`config.mk`:
```
export PLATFORM = sky130hd
export DESIGN_NAME = ppa_fifo
export DESIGN_NICKNAME = d
export VERILOG_FILES = /design/src/hw/rtl/ppa_fifo.sv
export SDC_FILE = /design/constraint.sdc
export NUM_CORES = 1
export LEC_CHECK = 0
export BUFFER_PORTS_ARGS = -buffer_cell sky130_fd_sc_hd__buf_2
export CORE_UTILIZATION = 52
export DETAILED_ROUTE_END_ITERATION = 8
export PLACE_DENSITY = 0.83
export SYNTH_ARGS = -nofsm -noshare
export SYNTH_HDL_FRONTEND = slang
export SYNTH_SLANG_ARGS = --single-unit
```
`constraint.sdc`:
```
create_clock -name clk -period 4.9 [get_ports clk]
set_clock_uncertainty 0.15 [all_clocks]
set_input_delay 0.245 -clock clk [delete_from_list [all_inputs] [get_ports clk]]
set_output_delay 0.245 -clock clk [all_outputs]
set_load 0.01 [all_outputs]
```
`src/hw/rtl/ppa_fifo.sv`:
```
`timescale 1ns / 1ps
module ppa_fifo #(
	parameter int WIDTH = 8,
	parameter int DEPTH = 2
) (
	input  logic             clk,
	input  logic             arst_n,
	input  logic             push,
	input  logic [WIDTH-1:0] wdata,
	output logic             full,
	input  logic             pop,
	output logic [WIDTH-1:0] rdata,
	output logic             empty
);

	localparam int AW = (DEPTH > 1) ? $clog2(DEPTH) : 1;
	localparam int NW = $clog2(DEPTH + 1);

	logic [WIDTH-1:0] slot_q [DEPTH];
	logic [AW-1:0]    wr_ptr_q;
	logic [AW-1:0]    rd_ptr_q;
	logic [NW-1:0]    fill_q;
	logic             do_push;
	logic             do_pop;

	assign full    = (fill_q == NW'(DEPTH));
	assign empty   = (fill_q == '0);
	assign do_push = push && !full;
	assign do_pop  = pop && !empty;
	assign rdata   = slot_q[rd_ptr_q];

	// storage
	always_ff @(posedge clk) begin
		if (do_push) begin
			slot_q[wr_ptr_q] <= wdata;
		end
	end

	// pointers and fill level
	always_ff @(posedge clk or negedge arst_n) begin
		if (!arst_n) begin
			wr_ptr_q <= '0;
			rd_ptr_q <= '0;
			fill_q   <= '0;
		end else begin
			if (do_push) begin
				wr_ptr_q <= (wr_ptr_q == AW'(DEPTH - 1)) ? '0 : wr_ptr_q + 1'b1;
			end
			if (do_pop) begin
				rd_ptr_q <= (rd_ptr_q == AW'(DEPTH - 1)) ? '0 : rd_ptr_q + 1'b1;
			end
			if (do_push && !do_pop) begin
				fill_q <= fill_q + 1'b1;
			end else if (do_pop && !do_push) begin
				fill_q <= fill_q - 1'b1;
			end
		end
	end

endmodule

```
Yosys cells after proc, flatten, opt, wreduce, memory -nomap -nowiden --
Memory sizes are Yosys's and may differ from the RTL's. Cells that the tools add are included.
Storage, ports and cells: register bits 4, memory bits (writable) 16, input bits 12, output and inout port bits 10, logic and storage cells 25, memories 1
Memories:
- slot_q | words 2, width 8, read ports 1, clocked after Yosys merged registers in 0, wr ports 1, RTL line 19 | logic [WIDTH-1:0] slot_q [DEPTH];
Cells by class: add/sub/neg operators 4, eq/ne operators 1, multiplexer cells 6, reduce and logical (&&, ||, !) cells 10
Operators with widths (count):
- $logic_and 1x1->1 | 4
- $logic_not 1->1 | 4
- $mux 1 | 4
- $mux 2 | 2
- $add 1x1->1 const B | 2
- $add 2x1->2 const B | 1
- $eq 2x2->1 const B | 1
- $logic_not 2->1 | 1
- $reduce_bool 2->1 | 1
- $sub 2x1->2 const B | 1

Logic depth before layout (Yosys ltp) --
depth in word-level cells 7, mapped depth 7, gate-level depth less buffers 7

Least setup slack after synthesis --
OpenSTA, ideal clock, no wires.
path type reg-to-reg, start register fill_q[0], end memory slot_q[0][0], enable pin, setup time 0.370 ns, arrival 1.022 ns, required time 4.380 ns, slack 3.358 ns, cell stages (with the launch flop) 4, path buffers 0, period minus slack after synthesis 1.542 ns, cells stage by stage dfrtp_1 -> nand2b_1 -> nand2_2 -> nor2_1
On the way: cells in the longest elaborated chain, start to end 5
Ends and longest elaborated chain:
- start: declaration | RTL line 22 | logic [NW-1:0] fill_q;
- start signal: assignment | RTL line 53 | fill_q <= fill_q + 1'b1;
- start signal: assignment | RTL line 55 | fill_q <= fill_q - 1'b1;
- $eq 2x2->1 | RTL line 26 | assign full = (fill_q == NW'(DEPTH));
- $logic_not 1->1 | RTL line 28 | assign do_push = push && !full;
- $logic_and 1x1->1 | RTL line 28
- $mux 1 | RTL line 34 | if (do_push) begin
- $mux 1 (implied by the code) | RTL line 35 | slot_q[wr_ptr_q] <= wdata;
- end: declaration | RTL line 19
Every way passes these cells.

Worst setup path after layout --
start register rd_ptr_q, end output rdata[2]
On the way: cells in the longest elaborated chain, start to end 1
Ends and longest elaborated chain:
- start: declaration | RTL line 21 | logic [AW-1:0] rd_ptr_q;
- start signal: assignment | RTL line 50 | rd_ptr_q <= (rd_ptr_q == AW'(DEPTH - 1)) ? '0 : rd_ptr_q + 1'b1;
- $mem_v2 2x8
- end: declaration | RTL line 12 | output logic [WIDTH-1:0] rdata,
Every way passes these cells.

==> metrics.md <==
| Metric | Value |
|---|---|
| Status | `completed` |
| Final Hold Viols | `0` |
| WHS Path Cells | `3` |
| Die Area | `roughly 0.0017 mm^2` |
| Crit path max-delay family | `flip-flops` |
| Commonest non-fill, non-tap cells in the layout | `21 x buf_2, 16 x edfxtp_1, 9 x dlygate4sd3_1` |
| CP Cell Sequence | `mux2_2, buf_2` |
| Tmin final | `around 1800 ps` |
| Synth top area share | `0.614` |
| Core Footprint | `around 0.0014 mm^2` |
| Critical path data arrival time | `between 1000 and 1500 ps` |
| Layout area overhead | `30.1%` |
| Max VDD drop | `~0.36 mV` |
| Clock Latency Late Sink | `between 200 and 300 ps` |
| Seq cells post-synth | `20` |
| P_leak | `0.427 nW` |
| Gate Count Post-Synth | `44` |
| HP Start | `push` |
| Met1 usage | `0.243` |
| Max-slew violations | `0` |
| Yosys warns | `0` |
| Setup Buffers After CTS | `0` |
| Dpl hpwl | `between 900 and 1000 um` |
| Crit-path max FO | `9` |
| # diodes | `0` |
| Final WL | `about 1400 um` |
| Power density over cell area | `about 520 mW/mm^2` |
| Clock-pin slew on the worst setup and hold paths | `100 ps` |
| WS Path Type | `reg2out` |
| Filler cells | `91` |
| Inserted Clock Buffers | `3` |
| Cell area after layout | `0.00102 mm^2` |
| Slew @ Worst Pin | `666 ps` |
| Hold WS | `99.5 ps` |
| Synth Area per Inst | `~18 um^2` |
| Most common cell after layout, fill and taps aside | `buf_2` |
| Met3 GRT Util | `0.0489` |
| Post-CTS Hold Buffers | `8` |
| Place WS | `approximately 3100 ps` |
| Gpl congestion | `between 0.6 and 0.7` |
| Port Buffers | `21` |
| Synth top area cells | `edfxtp_1 61%, dfrtp_1 13%, mux2_1 8.6%` |
| Vias | `453` |
| Effective utilization at floorplan | `0.579` |
| R2r worst-path depth | `3` |
| Finished Layout Cells | `slightly above 90` |
| Clk buf depth | `2` |
| Syn Std Cell Area | `782 um^2` |
| Vias in the first global route | `approximately 440` |
| Util after Layout | `0.753` |
| Setup Viol. Count Final | `0` |
| Setup TNS | `0 ps` |
| CTS tree | `done` |
| Row cnt | `13` |
| Placed insts | `79` |
| Rel. slew slack | `0.554` |
| Die span in y | `~41 um` |
| Die Width | `~41 um` |
| Remaining routing DRC violations | `0` |
| IO Pins | `22` |
| Worst setup EP type | `output port` |
| Nets@finish | `a little over 90` |
| R2R Path Start | `fill_q[0]` |
| CTS H-tree lvls | `1` |
| Detail Route Antenna Nets | `0` |
| Initial DRC Count | `9` |
| WL/cell | `roughly 15 um` |
| FMAX | `around 560 MHz` |
| R2R Path End | `slot_q[0][3]` |
| Seq/Total Area, Yosys | `0.742` |
| GRT busiest layer | `met2` |
| Critical path's slowest cell | `dfrtp_1` |
| Crit-path max cell delay | `roughly 600 ps` |
| Mapped Nets | `57` |
| CP required | `between 4000 and 5000 ps` |
| Hold Path Class | `in2reg` |
| DP Area | `roughly 900 um^2` |
| Post-synth top area cell | `edfxtp_1` |
| Worst hold endpoint | `wr_ptr_q` |
| Slack of the critical path | `~3100 ps` |
| Clock Tree Root | `clkbuf_4` |
| Worst Setup Start Kind | `flop` |
| First-pass GRT wire length | `1950 um` |
| Clk sinks | `20` |
| WP buf/inv | `1` |
| Max Cap Viol | `0` |
| R2R Setup Slk | `roughly 3100 ps` |
| Largest net degree at the start of global routing | `12` |
| Layout cell share with drive strength beyond 1 | `0.364` |
| Vias/cell | `a little under 5` |
| GRT met2 Usage | `0.320` |
| Global-route usage over all layers | `0.194` |
| Pre-Repair DR Iteration Count | `4` |
| Post-cts sizing count | `0` |
| Cell variety after synth | `15` |
| Tot Pwr | `roughly 0.53 mW` |
| Initial antenna violation count | `0` |
| RSZ-0062 raised after global routing | `no` |
| Fin crit share | `0.367` |
| Remaining Overflow, GRT | `0` |
sequential cells by signal (all words and copies together) (netlist names):
| register | flops |
|---|---|
| slot_q | 16 |
| fill_q | 2 |
| rd_ptr_q | 1 |
| wr_ptr_q | 1 |
worst reg2reg max path, cell delays in order, from the launching register on:
cell,delay [ps]
dfrtp_1,440
nand2b_1,190
nand2_2,100
nor2_1,520
final cells by class:
type	count	area [um^2]	share of cell area
sequential	20	581	0.571
inverter	2	7.51	0.00738
multi-input combinational	21	189	0.186
clock inverter	1	3.75	0.00369
tap	15	18.8	0.0185
timing repair buffer	30	195	0.192
clock buffer	3	22.5	0.0221
per-layer routing:
| layer | share of wire | up-vias |
|---|---|---|
| met3 | 0.037 | 4 |
| met1 | 0.43 | 209 |
| met4 | 0.010 | 0 |
| li1 | - | 226 |
| met5 | 0 | - |
| met2 | 0.52 | 14 |
cells by family (layout without fill, tap and decap cells):
group | after synthesis | count (layout) | synth area share
mux | 8 | 8 | 0.115
flops | 20 | 20 | 0.742
xor+xnor | 5 | 5 | 0.0656
compound gates | 1 | 1 | 0.00639
fa+ha+maj | 1 | 1 | 0.0160
simple gates | 6 | 6 | 0.0384
buf+inv | 3 | 36 | 0.0160
cells in the mapped netlist, drive strengths merged:
library cell   n
edfxtp        16
mux2           8
dfrtp          4
nor2           3
xnor2          3
inv            2
xor2           2
and3           1
buf            1
ha             1
nand2          1
nand2b         1
o21ai          1
power breakdown:
| part | internal (mW) | switching [mW] | total (mW) |
|---|---|---|---|
| clock | 0.0296 | 0.0448 | 0.0744 |
| sequential | 0.238 | 0.0378 | 0.276 |
| combinational | 0.0919 | 0.0881 | 0.180 |
worst max-delay path by stage:
stage | startpoint | to | slack [ps] | depth (start not counted)
detailed placement | fill_q[0] | slot_q[0][1] | 3150 | 3
CTS | rd_ptr_q | rdata[2] | 3090 | 2
global route | rd_ptr_q | rdata[2] | 3020 | 2
floorplan | fill_q[0] | slot_q[0][0] | 3360 | 3
finish | rd_ptr_q | rdata[2] | 3100 | 2
global placement | fill_q[0] | slot_q[0][4] | 3250 | 3
(Power assumes the default switching activity.)
