**src/hw/rtl/ppa_pkg.sv**
```systemverilog
`timescale 1ns / 1ps
package ppa_pkg;

	// fixed field widths
	localparam int PAGE_W = 12;
	localparam int CNT_W  = 13;
	localparam int REQ_W  = 3;

	localparam logic [CNT_W-1:0] RESERVE_RESET = 13'd32;

	// raw request codes on the req_type port
	localparam logic [REQ_W-1:0] REQ_ADD    = 3'd0;
	localparam logic [REQ_W-1:0] REQ_BUILD  = 3'd1;
	localparam logic [REQ_W-1:0] REQ_ALLOC  = 3'd2;
	localparam logic [REQ_W-1:0] REQ_FREE   = 3'd3;
	localparam logic [REQ_W-1:0] REQ_CONTIG = 3'd4;

	typedef enum logic [2:0] {
		OP_ADD,
		OP_BUILD,
		OP_ALLOC,
		OP_FREE,
		OP_CONTIG,
		OP_BAD
	} op_t;

	typedef enum logic [2:0] {
		STAT_OK       = 3'd0,
		STAT_OOM      = 3'd1,
		STAT_NOFIT    = 3'd2,
		STAT_NOTREADY = 3'd3,
		STAT_BAD      = 3'd4
	} stat_t;

	typedef enum logic [3:0] {
		S_CLEAR,
		S_IDLE,
		S_PG_CHK,
		S_POP,
		S_SCAN,
		S_BUILD,
		S_CSCAN,
		S_CCLR,
		S_CMP,
		S_RESULT
	} st_t;

	// classified request, front to back
	typedef struct packed {
		op_t               op;
		logic [PAGE_W-1:0] page;
		logic              oob;
		logic [CNT_W-1:0]  page_count;
		logic [CNT_W-1:0]  min_page;
		logic [CNT_W-1:0]  max_page;
		logic [CNT_W-1:0]  boundary_pages;
	} req_t;

	typedef struct packed {
		logic [PAGE_W-1:0] page_res;
		stat_t             status;
		logic              evict_request;
		logic              cache_normal;
		logic [CNT_W-1:0]  free_pages;
		logic [CNT_W-1:0]  known_pages;
	} res_t;

endpackage

```
**src/hw/rtl/ppa_fifo.sv**
```systemverilog
`timescale 1ns / 1ps
module ppa_fifo #(
	parameter int WIDTH = 8,
	parameter int DEPTH = 2
) (
	input  logic             clk,
	input  logic             arst_n,
	input  logic             push,
	input  logic [WIDTH-1:0] wdata,
	output logic             full,
	input  logic             pop,
	output logic [WIDTH-1:0] rdata,
	output logic             empty
);

	localparam int AW = (DEPTH > 1) ? $clog2(DEPTH) : 1;
	localparam int NW = $clog2(DEPTH + 1);

	logic [WIDTH-1:0] slot_q [DEPTH];
	logic [AW-1:0]    wr_ptr_q;
	logic [AW-1:0]    rd_ptr_q;
	logic [NW-1:0]    fill_q;
	logic             do_push;
	logic             do_pop;

	assign full    = (fill_q == NW'(DEPTH));
	assign empty   = (fill_q == '0);
	assign do_push = push && !full;
	assign do_pop  = pop && !empty;
	assign rdata   = slot_q[rd_ptr_q];

	// storage
	always_ff @(posedge clk) begin
		if (do_push) begin
			slot_q[wr_ptr_q] <= wdata;
		end
	end

	// pointers and fill level
	always_ff @(posedge clk or negedge arst_n) begin
		if (!arst_n) begin
			wr_ptr_q <= '0;
			rd_ptr_q <= '0;
			fill_q   <= '0;
		end else begin
			if (do_push) begin
				wr_ptr_q <= (wr_ptr_q == AW'(DEPTH - 1)) ? '0 : wr_ptr_q + 1'b1;
			end
			if (do_pop) begin
				rd_ptr_q <= (rd_ptr_q == AW'(DEPTH - 1)) ? '0 : rd_ptr_q + 1'b1;
			end
			if (do_push && !do_pop) begin
				fill_q <= fill_q + 1'b1;
			end else if (do_pop && !do_push) begin
				fill_q <= fill_q - 1'b1;
			end
		end
	end

endmodule

```
**src/hw/rtl/ppa_front.sv**
```systemverilog
`timescale 1ns / 1ps
module ppa_front #(
	parameter int NUM_PAGES = 4096
) (
	input  logic                       clk,
	input  logic                       arst_n,
	input  logic                       push,
	output logic                       full,
	input  logic [ppa_pkg::REQ_W-1:0]  req_type,
	input  logic [ppa_pkg::PAGE_W-1:0] page,
	input  logic [ppa_pkg::CNT_W-1:0]  page_count,
	input  logic [ppa_pkg::CNT_W-1:0]  min_page,
	input  logic [ppa_pkg::CNT_W-1:0]  max_page,
	input  logic [ppa_pkg::CNT_W-1:0]  boundary_pages,
	input  logic                       init_done,
	input  logic                       rq_pop,
	output logic                       rq_empty,
	output ppa_pkg::req_t              rq_head
);

	localparam int CW = $clog2(NUM_PAGES + 1);
	localparam int EW = ((CW > ppa_pkg::CNT_W) ? CW : ppa_pkg::CNT_W) + 2;

	typedef logic [EW-1:0] ext_t;

	ppa_pkg::req_t                    req_in;
	logic                             q_full;
	logic [$bits(ppa_pkg::req_t)-1:0] q_rdata;

	// decode and range check
	always_comb begin
		req_in                = '0;
		req_in.page           = page;
		req_in.oob            = (ext_t'(page) >= ext_t'(NUM_PAGES));
		req_in.page_count     = page_count;
		req_in.min_page       = min_page;
		req_in.max_page       = max_page;
		req_in.boundary_pages = boundary_pages;
		case (req_type)
			ppa_pkg::REQ_ADD:    req_in.op = ppa_pkg::OP_ADD;
			ppa_pkg::REQ_BUILD:  req_in.op = ppa_pkg::OP_BUILD;
			ppa_pkg::REQ_ALLOC:  req_in.op = ppa_pkg::OP_ALLOC;
			ppa_pkg::REQ_FREE:   req_in.op = ppa_pkg::OP_FREE;
			ppa_pkg::REQ_CONTIG: req_in.op = ppa_pkg::OP_CONTIG;
			default:             req_in.op = ppa_pkg::OP_BAD;
		endcase
	end

	// held off while the bitmap is being cleared
	assign full = q_full || !init_done;

	ppa_fifo #(
		.WIDTH($bits(ppa_pkg::req_t)),
		.DEPTH(2)
	) u_req_q (
		.clk   (clk),
		.arst_n(arst_n),
		.push  (push && !full),
		.wdata (req_in),
		.full  (q_full),
		.pop   (rq_pop),
		.rdata (q_rdata),
		.empty (rq_empty)
	);

	assign rq_head = q_rdata;

endmodule

```
**config.mk**
```make
export PLATFORM = sky130hd
export DESIGN_NAME = ppa_front
export DESIGN_NICKNAME = d
export VERILOG_FILES = /design/src/hw/rtl/ppa_pkg.sv /design/src/hw/rtl/ppa_fifo.sv /design/src/hw/rtl/ppa_front.sv
export SDC_FILE = /design/constraint.sdc
export NUM_CORES = 1
export LEC_CHECK = 0
export BUFFER_PORTS_ARGS = -buffer_cell sky130_fd_sc_hd__clkbuf_2
export CAP_MARGIN = 10
export CELL_PAD_IN_SITES_DETAIL_PLACEMENT = 0
export CELL_PAD_IN_SITES_GLOBAL_PLACEMENT = 1
export CORE_MARGIN = 3
export CORE_UTILIZATION = 47
export DETAILED_ROUTE_END_ITERATION = 7
export GPL_ROUTABILITY_DRIVEN = 1
export HOLD_SLACK_MARGIN = 0.03
export PLACE_DENSITY = 0.93
export SLEW_MARGIN = 20
export SYNTH_ARGS = -nofsm -noshare
export SYNTH_HDL_FRONTEND = slang
export SYNTH_HIERARCHICAL = 1
export SYNTH_SLANG_ARGS = --single-unit
```
**constraint.sdc**
```tcl
create_clock -name clk -period 6.3 [get_ports clk]
set_input_delay 0.945 -clock clk [delete_from_list [all_inputs] [get_ports clk]]
set_output_delay 0.945 -clock clk [all_outputs]
set_load 0.05 [all_outputs]
```
======== Word-level counts from Yosys, hierarchy flattened ========
Memory sizes are Yosys's and may differ from the RTL's.
Cells that the tools add are included.
storage, ports and cells
  bits in latches ......................... 0
  output and inout bits ................... 70
  input port bits ......................... 72
  memory bits (writable) .................. 134
  ROM bits ................................ 0
  bits in registers ....................... 4
  memories kept ........................... 1
operators by class
  div/mod/pow operators ................... 0
  order comparisons ....................... 0
  multiply operators ...................... 0
  bitwise logic cells ..................... 0
  shift-type cells ........................ 0
  reduce and logical (&&, ||, !) cells .... 15
  add/subtract/negate cells ............... 4
  mux-type cells .......................... 7
  equality and inequality tests ........... 5
memory list
  name            depth  width  rd ports  clocked after memory_dff  wr ports  line            text
  u_req_q.slot_q  2      67     1         0                         1         ppa_fifo.sv:19  logic [WIDTH-1:0] slot_q [DEPTH];
operators by type and width
  operator               number
  $pmux W3 S5            1
  $eq A3 B2 Y1 const B   2
  $logic_not A1 Y1       6
  $logic_and A1 B1 Y1    5
  $mux W1                4
  $mux W2                2
  $eq A3 B1 Y1 const B   1
  $eq A3 B3 Y1 const B   1
  $logic_not A3 Y1       1
  $add A1 B1 Y1 const B  2
  $add A2 B1 Y2 const B  1
  $eq A2 B2 Y1 const B   1
  $logic_not A2 Y1       1
  $reduce_bool A2 Y1     1
  $sub A2 B1 Y2 const B  1
  $logic_or A1 B1 Y1     1

======== Logic depth before layout (Yosys ltp) ========
  word-level depth ........................ 9
  depth in mapped cells ................... 9
  gate-level depth less buffers ........... 9

======== Hierarchy ========
Netlist, hierarchy kept.
modules (own cells, without submodules)
  module     area each (µm²)  times used  cells an instance
  ppa_fifo   5146.2           1           231
  ppa_front  36.3             1           6

======== Worst setup path before layout ========
OpenSTA, ideal clock, no wires.
  path kind ............................... input to register
  start ................................... input port push
  end ..................................... memory u_req_q/slot_q[0][0] in the netlist's numbering (enable)
  arrival time ............................ 4.042 ns
  data required time ...................... 5.806 ns
  slack ................................... 1.764 ns
  stages .................................. 3
  setup time .............................. 0.494 ns
  cells stage by stage .................... and3b_1 nand2_1 nor2_1
between the ends
  cells in the longest elaborated chain, start to end .. 4
ends and longest elaborated chain
  element                        line             text
  start: declaration             ppa_front.sv:7   input logic push,
  $logic_and A1 B1 Y1            ppa_front.sv:58  .push (push && !full),
  $logic_and A1 B1 Y1            ppa_fifo.sv:28   assign do_push = push && !full;
  $mux W1                        ppa_fifo.sv:34   if (do_push) begin
  $mux W1 (not written as such)  ppa_fifo.sv:35   slot_q[wr_ptr_q] <= wdata;
  end: declaration               ppa_fifo.sv:19
Every way passes these cells.

==> qor.yml <==
outcome:
  status: "complete, no violations"
timing:
  slew_headroom_pct: 34.3
  rsz0062_at_grt: "no"
  setup_violations: 0
  fin_crit_sh_pct: 51.1
  whs_ps: 255
  skew_ps: 5.98
  worstMarginPinSlew_ps: 986
  max_freq_mhz: 310
  min_period_ps: 3220
  fin_setup_tns_ps: 0
  setup_ws_ps: 3080
  finalMaxSlewViolations: 0
  hold_viol: 0
power_and_ir_drop:
  p_seq_share_pct: 39.0
  leakage_uw: 0.00253
  switchingPower_uw: 1250
  p_clk_share_pct: 27.0
  p_comb_share_pct: 34.0
  p_int_uw: 2070
  powerDensity_nw_per_um2: 505
  p_total_uw: 3320
  swShare_pct: 37.6
  ir_worst_vdd_mv: 0.327
global_routing:
  track_usage_pct: 14.4
  met1_usage_pct: 17.6
  use_met3_pct: 5.62
  busiest_layer: "met2"
  grt_pass1_vias: 2800
  grt_max_degree: 70
  grt_pass1_wl_um: 13800
  antenna_found_initial: 0
  met2_usage_pct: 23.7
  grt_overflow: 0
detailed_routing:
  num_vias: 2609
  first_iter_violations: 108
  detail-route-antenna-nets: 0
  dr.pass1.iters: 4
  via_per_inst: 4.84
  drc: 0
  wl_um: 8530
  detail_route.wl_per_cell_um: 15.8
logic_synthesis:
  synth_top_area_share_pct: 78.8
  ys.flop_type: "edfxtp_1"
  ys_types: 21
  yosys-top-cells-count: "edfxtp_1, mux2_2, mux2_4"
  synthArstFlopShare_pct: 2.86
  yosysTopAreaCell: "edfxtp_1"
  synth_edf_count: 136
  yosysMostFrequentCell: "edfxtp_1"
  syn_area_per_cell_um2: 21.9
  ys_seq_area_share_pct: 80.7
  synth_cells: 237
  yosys-top-cells-area: "edfxtp_1, mux2_2, mux2_4"
  post_synth_instance_area_um2: 5180
  yosys_warnings: 6
  synth-seq-cells: 140
floorplanning:
  start_util_pct: 49.3
  dieArea_um2: 12300
  num_rows: 37
  core_region_area_um2: 10500
  pin_count: 142
  die_h_um: 111
  die_w_um: 111
final_layout:
  stdcell_area_um2: 6570
  insertedDiodeCount: 0
  layout.nets: 463
  drive_gt1_share_pct: 59.6
  layout-area-overhead-vs-synth_pct: 26.7
cts:
  clockBufferDepth: 2
  clock_latency_ps: 490
  cts_root_buffer: "clkbuf_8"
  numCtsBuffers: 17
  tritoncts: "built"
  cts.sinks: 140
  htreeDepth: 4
  cts_hold_buf: 0
  post_cts_resized: 0
  clk_pin_slew_worst_paths_ps: 60
  cts_setup_buffers: 0
setup_path:
  required_ps: 5350
  worst-path-max-fanout: 69
  cp-end-kind: "primary output"
  worstPathCellList: "mux2_2 > clkbuf_2"
  cp_slowest_stage_delay_ps: 1030
  critical_path.slowest_cell: "dfrtp_4"
  crit_type: "flip-flop to primary output"
  rr_worst_depth: 6
  cp.arrival_ps: 2280
  cp-start-kind: "flip-flop"
place:
  numPortBuffers: 141
  gp_congestion: 0.719
  place_ws_ps: 3280
  dpl.hpwl_um: 5590
  placed_area_um2: 6020
min_path:
  hp-class: "primary input to asynchronous set/reset pin"
job:
  cap_violations: 0
[critical path: cells and delay by family (launching register included)]
family	cells	cell delay, ps
mux	1	440
buf+inv	1	240
flops	1	1030
[state kept, by name, summed over array words and instances, names as in the netlist]
name,cells
u_req_q/fill_q,2
u_req_q/slot_q,136
u_req_q/rd_ptr_q,1
u_req_q/wr_ptr_q,1
[logic make-up (layout without fill, tap and decap cells)]
family / after synthesis / count (layout) / synth area share, %
compound gates: 2 / 2 / 0.241
xor+xnor: 5 / 5 / 0.845
fa+ha+maj: 1 / 1 / 0.241
buf+inv: 11 / 176 / 1.42
flops: 140 / 140 / 80.7
mux: 68 / 68 / 15.5
other cells: 1 / 2 / 0.0724
simple gates: 9 / 9 / 0.942
[placed cells by master (no fill, tap or decap)]
master,instances
clkbuf_2,141
clkbuf_1,3
and3b_1,1
dfrtp_1,3
o21ai_0,1
nor2_4,1
and3_4,1
clkbuf_8,1
dfrtp_4,1
clkbuf_16,16
conb_1,2
inv_6,2
bufinv_16,2
nor2b_1,1
clkinv_4,1
xnor2_1,3
nand2_1,1
clkinvlp_4,1
clkinv_1,2
inv_1,2
mux2_2,58
buf_4,1
nand2b_1,2
a21o_1,1
mux2_4,10
ha_1,1
nor2_1,2
xor2_1,2
clkinv_2,4
edfxtp_1,136
[final cells by class]
class / count / area [um2]
timing repair buffer: 142 / 713
fill: 749 / 3940
clock buffer: 20 / 425
clock inverter: 12 / 121
inverter: 2 / 7.51
sequential: 140 / 4190
multi-input combinational: 87 / 941
tap: 136 / 170
[per-stage QoR]
stage	utilization, %	std cells
CTS	62.5	539
floorplan	-	238
detailed placement	57.3	507
finish	62.5	539
global placement	57.3	507
global route	62.5	539
[power by group through the flow]
stage | logic, uW | registers (uW) | clock network [uW]
5_1_grt | 1180 | 1310 | 973
4_1_cts | 1140 | 1300 | 919
6_report | 1130 | 1290 | 896
3_5_place_dp | 1140 | 1310 | 0
3_3_place_gp | 1130 | 1310 | 0
2_1_floorplan | 1010 | 1220 | 0
[layer usage]
metal | up-vias | share of wire, %
met3 | 10 | 6.9
met2 | 99 | 50
met4 | 0 | 1.2
li1 | 1236 | -
met5 | - | 0
met1 | 1264 | 42
[worst paths after layout]
path,from,end,slack (ps)
setup / recovery,u_req_q/rd_ptr_q$_DFFE_PN0P_,rq_head[2],3080
hold / removal,arst_n,u_req_q/wr_ptr_q$_DFFE_PN0P_,250
setup reg to reg,u_req_q/fill_q[0]$_DFFE_PN0P_,u_req_q/slot_q[0][16]$_DFFE_PP_,3620
hold reg to reg,u_req_q/fill_q[1]$_DFFE_PN0P_,u_req_q/fill_q[1]$_DFFE_PN0P_,540
max in group asynchronous,arst_n,u_req_q/rd_ptr_q$_DFFE_PN0P_,5890
min in group clk,u_req_q/fill_q[1]$_DFFE_PN0P_,u_req_q/fill_q[1]$_DFFE_PN0P_,540
Note: power is estimated with default switching activity, not from simulation.
